## config.mk

```make
export PLATFORM = sky130hd
export DESIGN_NAME = sspb_ctrl
export DESIGN_NICKNAME = d
export VERILOG_FILES = /design/src/design/sspb_pkg.sv /design/src/design/sspb_ctrl.sv
export SDC_FILE = /design/constraint.sdc
export NUM_CORES = 1
export LEC_CHECK = 0
export BUFFER_PORTS_ARGS = -buffer_cell sky130_fd_sc_hd__buf_4
export CAP_MARGIN = 20
export CORE_UTILIZATION = 48
export DETAILED_ROUTE_END_ITERATION = 10
export PLACE_DENSITY_LB_ADDON = 0.05
export SETUP_SLACK_MARGIN = 0.05
export SYNTH_ARGS = -nofsm -noshare
export SYNTH_HDL_FRONTEND = slang
export SYNTH_SLANG_ARGS = --single-unit
export TNS_END_PERCENT = 30
```

## constraint.sdc

```tcl
create_clock -name clk -period 2.2 [get_ports clk]
set_clock_uncertainty 0.2 [all_clocks]
set_input_delay 0.33 -clock clk [delete_from_list [all_inputs] [get_ports clk]]
set_output_delay 0.33 -clock clk [all_outputs]
set_load 0.05 [all_outputs]
```

## src/design/sspb_pkg.sv

```systemverilog
// ----------------------------------------------------------------------------
// sspb_pkg
// Shared types and constants of the speed-scaled proximity brake.
// ----------------------------------------------------------------------------
package sspb_pkg;

  // Default width of the distance registers.
  localparam int DIST_BITS_DEF = 16;

  // Forward window: 0.61 rad in Q16, truncated.
  localparam logic signed [31:0] ANGLE_LIMIT_Q16 = 32'sd39976;
  localparam logic [23:0] SPEED_MAX = 24'hFF_FFFF;
  localparam logic [19:0] US_PER_S = 20'd1000000;
  localparam logic [10:0] MM_PER_M = 11'd1000;

  // Reset values of the configuration registers.
  localparam logic [15:0] BRAKE_RST = 16'd250;
  localparam logic [15:0] RMIN_RST = 16'd0;
  localparam logic [15:0] RMAX_RST = 16'd12000;
  localparam logic [31:0] ASTART_RST = 32'hFFFC_DBC1;  // -205887
  localparam logic [31:0] ASTEP_RST = 32'd286;

  // Iteration counts, minus one, of the shared counter.
  localparam logic [5:0] SQRT_STEPS_M1 = 6'd33;
  localparam logic [5:0] DIV_STEPS_M1 = 6'd23;

  // Configuration register indexes.
  typedef enum logic [2:0] {
    REG_BRAKE  = 3'd0,
    REG_RMIN   = 3'd1,
    REG_RMAX   = 3'd2,
    REG_ASTART = 3'd3,
    REG_ASTEP  = 3'd4
  } reg_idx_t;

  // Commands from the controller to the datapath.
  typedef struct packed {
    logic load_item;
    logic sample_upd;
    logic sq_load;
    logic sq_step;
    logic axis_inc;
    logic rt_load;
    logic rt_step;
    logic dv_load;
    logic dv_step;
    logic pose_commit;
    logic ts_square;
    logic ts_compare;
    logic out_load;
  } cmd_t;

  // Status from the datapath to the controller.
  typedef struct packed {
    logic mul_zero;
    logic last_axis;
    logic cnt_zero;
    logic pose_seen;
    logic div_sat;
  } stat_t;

endpackage

```

## src/design/sspb_ctrl.sv

```systemverilog
// ----------------------------------------------------------------------------
// sspb_ctrl
// Sequencer: steps one item through the datapath and owns the handshakes.
// ----------------------------------------------------------------------------
module sspb_ctrl
  import sspb_pkg::*;
(
  input  logic  clk,
  input  logic  rst,
  input  logic  in_valid,
  input  logic  in_pose,
  output logic  in_ready,
  output logic  out_valid,
  input  logic  out_ready,
  input  stat_t stat,
  output cmd_t  cmd
);

  typedef enum logic [11:0] {
    ST_IDLE    = 12'b0000_0000_0001,
    ST_SAMPLE  = 12'b0000_0000_0010,
    ST_SQ_LOAD = 12'b0000_0000_0100,
    ST_SQ_RUN  = 12'b0000_0000_1000,
    ST_RT_LOAD = 12'b0000_0001_0000,
    ST_RT_RUN  = 12'b0000_0010_0000,
    ST_DV_LOAD = 12'b0000_0100_0000,
    ST_DV_RUN  = 12'b0000_1000_0000,
    ST_COMMIT  = 12'b0001_0000_0000,
    ST_TS_SQ   = 12'b0010_0000_0000,
    ST_TS_CMP  = 12'b0100_0000_0000,
    ST_DONE    = 12'b1000_0000_0000
  } state_t;

  state_t state, state_next;

  assign in_ready = (state == ST_IDLE);

  // Next state and commands.
  always_comb begin
    state_next = state;
    cmd = '0;
    case (state)
      ST_IDLE: begin
        if (in_valid) begin
          cmd.load_item = 1'b1;
          if (!in_pose) state_next = ST_SAMPLE;
          else if (stat.pose_seen) state_next = ST_SQ_LOAD;
          else state_next = ST_COMMIT;
        end
      end
      ST_SAMPLE: begin
        cmd.sample_upd = 1'b1;
        state_next = ST_TS_SQ;
      end
      ST_SQ_LOAD: begin
        cmd.sq_load = 1'b1;
        state_next = ST_SQ_RUN;
      end
      ST_SQ_RUN: begin
        if (!stat.mul_zero) begin
          cmd.sq_step = 1'b1;
        end else if (stat.last_axis) begin
          state_next = ST_RT_LOAD;
        end else begin
          cmd.axis_inc = 1'b1;
          state_next = ST_SQ_LOAD;
        end
      end
      ST_RT_LOAD: begin
        cmd.rt_load = 1'b1;
        state_next = ST_RT_RUN;
      end
      ST_RT_RUN: begin
        cmd.rt_step = 1'b1;
        if (stat.cnt_zero) state_next = ST_DV_LOAD;
      end
      ST_DV_LOAD: begin
        cmd.dv_load = 1'b1;
        state_next = ST_DV_RUN;
      end
      ST_DV_RUN: begin
        if (stat.div_sat) begin
          state_next = ST_COMMIT;
        end else begin
          cmd.dv_step = 1'b1;
          if (stat.cnt_zero) state_next = ST_COMMIT;
        end
      end
      ST_COMMIT: begin
        cmd.pose_commit = 1'b1;
        state_next = ST_TS_SQ;
      end
      ST_TS_SQ: begin
        cmd.ts_square = 1'b1;
        state_next = ST_TS_CMP;
      end
      ST_TS_CMP: begin
        cmd.ts_compare = 1'b1;
        state_next = ST_DONE;
      end
      ST_DONE: begin
        if (!out_valid || out_ready) begin
          cmd.out_load = 1'b1;
          state_next = ST_IDLE;
        end
      end
      default: state_next = ST_IDLE;
    endcase
  end

  // State and output valid registers.
  always_ff @(posedge clk) begin
    if (rst) begin
      state <= ST_IDLE;
      out_valid <= 1'b0;
    end else begin
      state <= state_next;
      if (cmd.out_load) out_valid <= 1'b1;
      else if (out_ready) out_valid <= 1'b0;
    end
  end

endmodule

```

==> impl_metrics.env, run 1 <==
export IMPL_worst_slew_pin_slew_ps=649
export IMPL_fin_ws_ps=-376
export IMPL_wl_um=4640
export IMPL_synthTopCellsByArea="dfxtp_1 34%, nor2_1 7.4%, nor4_1 4.9%, nand4_1 4.1%, a21oi_1 3.9%"
export IMPL_clk_pin_slew_worst_paths_ps=100
export IMPL_syn2layout_area_growth_pct=88.3
export IMPL_setup_viol=23
export IMPL_placed_cell_area_mm2=0.00115
export IMPL_start_util=0.512
export IMPL_io_buffers=24
export IMPL_grt_usage=0.381
export IMPL_drt_vias_per_instance=7.55
export IMPL_first_global_vias=989
export IMPL_worstPathCellList="or4_4, nor4_4, nand3b_1, nor2_4, buf_6"
export IMPL_hold_end="state[1]"
export IMPL_final_common_cell="buf_4"
export IMPL_final_area_mm2=0.00144
export IMPL_status="complete, but fails checks"
export IMPL_drt_wirelength_per_cell_um=27.6
export IMPL_final_util=0.964
export IMPL_power_mw=0.759
export IMPL_hold_worst_slack_ps=64.1
export IMPL_vias=1268
export IMPL_gp_congestion=0.948
export IMPL_worst_setup_path_start_kind="flop"
export IMPL_drtAntennaViolNets=0
export IMPL_antennaDiodeCount=0
export IMPL_cts_inserted_buffers=3
export IMPL_seq_area_frac_synth=0.342
export IMPL_mostFrequentLayoutCells="34 x buf_4, 14 x buf_6, 11 x nor2_1, 6 x a21oi_1"
export IMPL_grt_busiest_layer="met2"
export IMPL_core_area_mm2=0.00149
export IMPL_cpMaxStageDelayCell="or4_4"
export IMPL_crit_family="simple AND/OR/NAND/NOR gates"
export IMPL_cts_max_path_buffers=2
export IMPL_ys_seq_elements=13
export IMPL_cp_max_fo=3
export IMPL_cts_root_buf="clkbuf_4"
export IMPL_slew_headroom=0.564
export IMPL_worstSetupPathType="reg2out"
export IMPL_final_cells=168
export IMPL_vdd_drop_max_uv=524
export IMPL_met2_usage=0.625
export IMPL_yosysTopAreaCellShare=0.342
export IMPL_first_iter_violations=143
export IMPL_r2r_end="state[6]"
export IMPL_clkSinkCount=13
export IMPL_dpl_worst_slack_ps=49.5
export IMPL_ys_warn_count=0
export IMPL_arrival_ps=2050
export IMPL_row_count=14
export IMPL_hpwl_um=1720
export IMPL_maxSlewViolCount=0
export IMPL_placed_cells=151
export IMPL_grt_max_degree=9
export IMPL_drc_errors=0
export IMPL_synthesis_nets=107
export IMPL_met1_usage=0.444
export IMPL_maxCapViolCount=0
export IMPL_antenna_found_initial=0
export IMPL_worstHoldPathCells=2
export IMPL_fin_crit_ps=2580
export IMPL_grtUsageMet3=0.0870
export IMPL_synth_area_per_cell_um2=7.86
export IMPL_required_ps=1670
export IMPL_grt_first_pass_wirelength_um=4820
export IMPL_cts_tree="done"
export IMPL_drive_gt1_frac=0.566
export IMPL_num_nets_final=163
export IMPL_die_h_um=41.8
export IMPL_grt_overflow=0
export IMPL_path_buf_inv=1
export IMPL_slowest_delay_ps=570
export IMPL_die_area_mm2=0.00175
export IMPL_synth_top_area_cell="dfxtp_1"
export IMPL_syn_cell_area_um2=762
export IMPL_cts_max_level=1
export IMPL_max_freq_mhz=388
export IMPL_crit_path_end_kind="primary output"
export IMPL_min_from="rst"
export IMPL_dr_pass1_iters=7
export IMPL_timing_final_hold_violations=0
export IMPL_synthDistinctLibCells=31
export IMPL_cellPowerDensity_mw_per_mm2=529
export IMPL_ff2ff_path_depth=7
export IMPL_ff2ff_setup_slack_ps=-170
export IMPL_netlist_instances=97
export IMPL_clk_latency_ps=300
export IMPL_chipWidth_um=41.8
export IMPL_r2r_start="state[8]"
export IMPL_power_leakage_nw=0.612
export IMPL_fin_setup_tns_ps=-4570
export IMPL_post_route_period_util=1.17
export IMPL_pin_count=25
export IMPL_failed_checks="setup timing"
export IMPL_holdCritPathClass="in2reg"
export IMPL_rsz0062_at_grt="true"
## per-layer routing
metal	share of wire	up-vias	routed length (um)
met5	0	-	0
met4	0.12	0	542
met3	0.14	73	638
met2	0.42	152	1960
met1	0.32	566	1500
li1	-	477	-
## timing repair
item | 4_1_cts | 5_1_grt
setup endpoints to repair | 16 | 23
buffers inserted | 6 | 6
pin swaps | 10 | 8
hold endpoints to repair | 0 | 1
resized for setup | 35 | 9
hold buffers | 0 | 1
## Yosys cell counts
cell       number
and2_1          2
nor2b_1         4
nor4_1          6
or4_1           2
buf_6           1
inv_1           5
nand3_1         3
nand2_1         5
nor3_1          5
nor3_2          1
nand4b_1        1
nor4_2          1
and4b_1         1
o31ai_1         1
nand2b_1        2
o22a_1          1
a21oi_1         6
nor4b_1         3
a211o_1         1
or4_4           1
nor2_1         15
o21ai_0         1
xnor2_1         1
dfxtp_1        13
nand3b_1        3
o2111ai_1       1
a31oi_1         2
nor3b_1         2
or4b_1          1
nand4_1         5
or3_1           1
## how the worst max path moves through the flow
stage / startpoint / to / slack [ps] / cells after the start
6_report: state[8] / cmd[8] / -380 / 5
5_1_grt: state[11] / cmd[8] / -430 / 5
4_1_cts: state[6] / cmd[12] / -210 / 4
3_5_place_dp: state[9] / cmd[8] / 50 / 5
3_3_place_gp: state[6] / state[5] / 50 / 6
2_1_floorplan: state[8] / state[4] / -50 / 5
## worst reg2reg max path, stage by stage, from the launching register on
cell and delay (ps):
dfxtp_4 360, or4_4 570, buf_4 180, nor3_4 290
buf_6 160, a21oi_1 110, nand4_1 250, nor3_1 110
## flip-flops by register name, summed over array words and instances, names as in the netlist
register	count
state	12
out_valid	1
## cell type report
class | instances | area (um2)
clock buffers | 4 | 26.3
fillers | 30 | 53.8
inverters | 5 | 18.8
multi-input cells | 78 | 624
flip-flops and latches | 13 | 278
well taps | 16 | 20.0
repair buffers | 52 | 468
## cells by family (layout without fill, tap and decap cells)
logic type / count (synthesis) / count (layout) / share of synthesized area
xor+xnor: 1 / 1 / 0.0115
simple gates: 64 / 64 / 0.501
buf+inv: 6 / 61 / 0.0394
flops: 13 / 13 / 0.342
compound gates: 13 / 13 / 0.107
## report_power, final
part | internal [mW] | switching, mW | leakage (nW)
clock network | 0.0709 | 0.104 | 0.0150
registers | 0.241 | 0.0101 | 0.109
logic | 0.144 | 0.188 | 0.488
No activity file was read; power rests on OpenSTA's default activity.
==> run 2: changes to the inputs <==
--- a/config.mk
+++ b/config.mk
@@ -7,7 +7,7 @@
 export LEC_CHECK = 0
 export BUFFER_PORTS_ARGS = -buffer_cell sky130_fd_sc_hd__buf_4
 export CAP_MARGIN = 20
-export CORE_UTILIZATION = 48
+export CORE_UTILIZATION = 50
 export DETAILED_ROUTE_END_ITERATION = 10
 export PLACE_DENSITY_LB_ADDON = 0.05
 export SETUP_SLACK_MARGIN = 0.05
==> constraint.sdc (replaced) <==
create_clock -name clk -period 3.1 [get_ports clk]
set_clock_uncertainty 0.2 [all_clocks]
set_input_delay 0.465 -clock clk [delete_from_list [all_inputs] [get_ports clk]]
set_output_delay 0.465 -clock clk [all_outputs]
set_load 0.05 [all_outputs]
==> run 2 against run 1 <==
The run now ends clean. Core utilization fell by 23 points. Routed wire length fell by 57%. Global-route usage fell by 9.5 points. Die area fell by 3.8%. Sequential share of layout area rose by 6.5 points. Total power fell by 45%. Count of clock-buffer cells in the layout did not move. Via count fell by 30%. Hold slack improved by 75 ps. Cell count fell by 15%. First-iteration DRC count fell by 66%. Combinational power fell by 63%. Critical path type unchanged. Highest routed layer unchanged.
==> impl_metrics.env, run 2 (synthesized netlist as in run 1, its figures left out) <==
export IMPL_status="complete, no violations"
export IMPL_fin_crit_ps=2780
export IMPL_hold_worst_slack_ps=139
export IMPL_chipWidth_um=41.0
export IMPL_ctsHoldBuffers=0
export IMPL_io_buffers=24
export IMPL_clk_pin_slew_worst_paths_ps=90
export IMPL_grt_overflow=0
export IMPL_rsz0062_at_grt="false"
export IMPL_cts_max_path_buffers=2
export IMPL_cts_root_buf="clkbuf_4"
export IMPL_worst_setup_path_start_kind="flop"
export IMPL_crit_path_end_kind="primary output"
export IMPL_antenna_found_initial=0
export IMPL_worstSetupPathType="reg2out"
export IMPL_max_freq_mhz=359
export IMPL_setup_viol=0
export IMPL_post_route_period_util=0.898
export IMPL_pin_count=25
export IMPL_drt_vias_per_instance=6.25
export IMPL_met1_usage=0.385
export IMPL_largest_reg_flops=12
export IMPL_antennaDiodeCount=0
export IMPL_dr_pass1_iters=4
export IMPL_cts_setup_buffers=0
export IMPL_num_nets_final=138
export IMPL_worstPathCellList="or4_4, nor4_2, nand3b_1, nor2_1, buf_4"
export IMPL_wl_um=2000
export IMPL_required_ps=2430
export IMPL_power_leakage_nw=0.440
export IMPL_die_area_mm2=0.00168
export IMPL_die_h_um=41.0
export IMPL_cpMaxStageDelayCell="or4_4"
export IMPL_maxCapViolCount=0
export IMPL_maxSlewViolCount=0
export IMPL_mostFrequentLayoutCells="27 x buf_4, 15 x nor2_1, 13 x dfxtp_1, 6 x a21oi_1"
export IMPL_cts_repair_resized=0
export IMPL_hpwl_um=1530
export IMPL_cts_max_level=1
export IMPL_final_common_cell="buf_4"
export IMPL_drive_gt1_frac=0.268
export IMPL_row_count=13
export IMPL_slowest_delay_ps=610
export IMPL_core_area_mm2=0.00137
export IMPL_vdd_drop_max_uv=332
export IMPL_arrival_ps=2120
export IMPL_cellPowerDensity_mw_per_mm2=413
export IMPL_first_iter_violations=49
export IMPL_start_util=0.558
export IMPL_holdCritPathClass="in2reg"
export IMPL_reg_largest_list="state: 12 flops, out_valid: 1 flops"
export IMPL_vias=887
export IMPL_fin_setup_tns_ps=0
export IMPL_slew_headroom=0.679
export IMPL_syn2layout_area_growth_pct=31.9
export IMPL_grt_max_degree=11
export IMPL_met2_usage=0.406
export IMPL_grtUsageMet3=0.0489
export IMPL_timing_final_hold_violations=0
export IMPL_grt_first_pass_wirelength_um=3050
export IMPL_cts_tree="done"
export IMPL_cp_max_fo=10
export IMPL_gp_congestion=0.819
export IMPL_drc_errors=0
export IMPL_grt_busiest_layer="met2"
export IMPL_top_register="state"
export IMPL_clk_latency_ps=290
export IMPL_final_area_mm2=0.00100
export IMPL_placed_cell_area_um2=978
export IMPL_first_global_vias=695
export IMPL_drt_wirelength_per_cell_um=14.1
export IMPL_clkSinkCount=13
export IMPL_grt_usage=0.287
export IMPL_drtAntennaViolNets=0
export IMPL_worst_slew_pin_slew_ps=475
export IMPL_cts_inserted_buffers=3
run 2: metrics by stage:
step           power (mW)  std cells  setup slack, ps  utilization
2_1_floorplan       0.262         97             -132            -
3_3_place_gp        0.302        138              678        0.716
3_5_place_dp        0.303        138              652        0.716
4_1_cts             0.413        142              329        0.735
5_1_grt             0.429        142              187        0.735
6_report            0.415        142              317        0.735
run 2: cell type report:
cell class	count	area [um2]
clock buffer	4	26.3
fill	121	362
inverter	5	18.8
multi-input combinational	78	478
sequential	13	260
tap	15	18.8
timing repair buffer	27	203
run 2: path summary, 6_finish.rpt:
| path | end | depth (start not counted) | slack [ps] | start |
|---|---|---|---|---|
| setup / recovery | cmd[8] | 5 | 320 | state[7] |
| hold / removal | state[1] | 2 | 140 | in_pose |
| setup reg to reg | state[4] | 5 | 880 | state[8] |
| hold reg to reg | state[5] | 2 | 430 | state[5] |
run 2: layer usage:
layer	part of all wire	vias up
li1	-	433
met5	0	-
met4	0.026	0
met2	0.47	44
met1	0.43	403
met3	0.070	7
run 2: where the power goes:
group	leakage [nW]	total [mW]	switching, mW	internal [mW]
Combinational	0.320	0.122	0.0755	0.0460
Clock	0.0150	0.113	0.0633	0.0501
Sequential	0.105	0.180	0.00833	0.172
Total	0.440	0.415	0.147	0.268
run 2: worst max-delay path, delay by kind of cell (launching register included):
kind	cells	cell delay, ps
buffers and inverters	1	200
flip-flops	1	390
AND/OR/NAND/NOR	4	1240
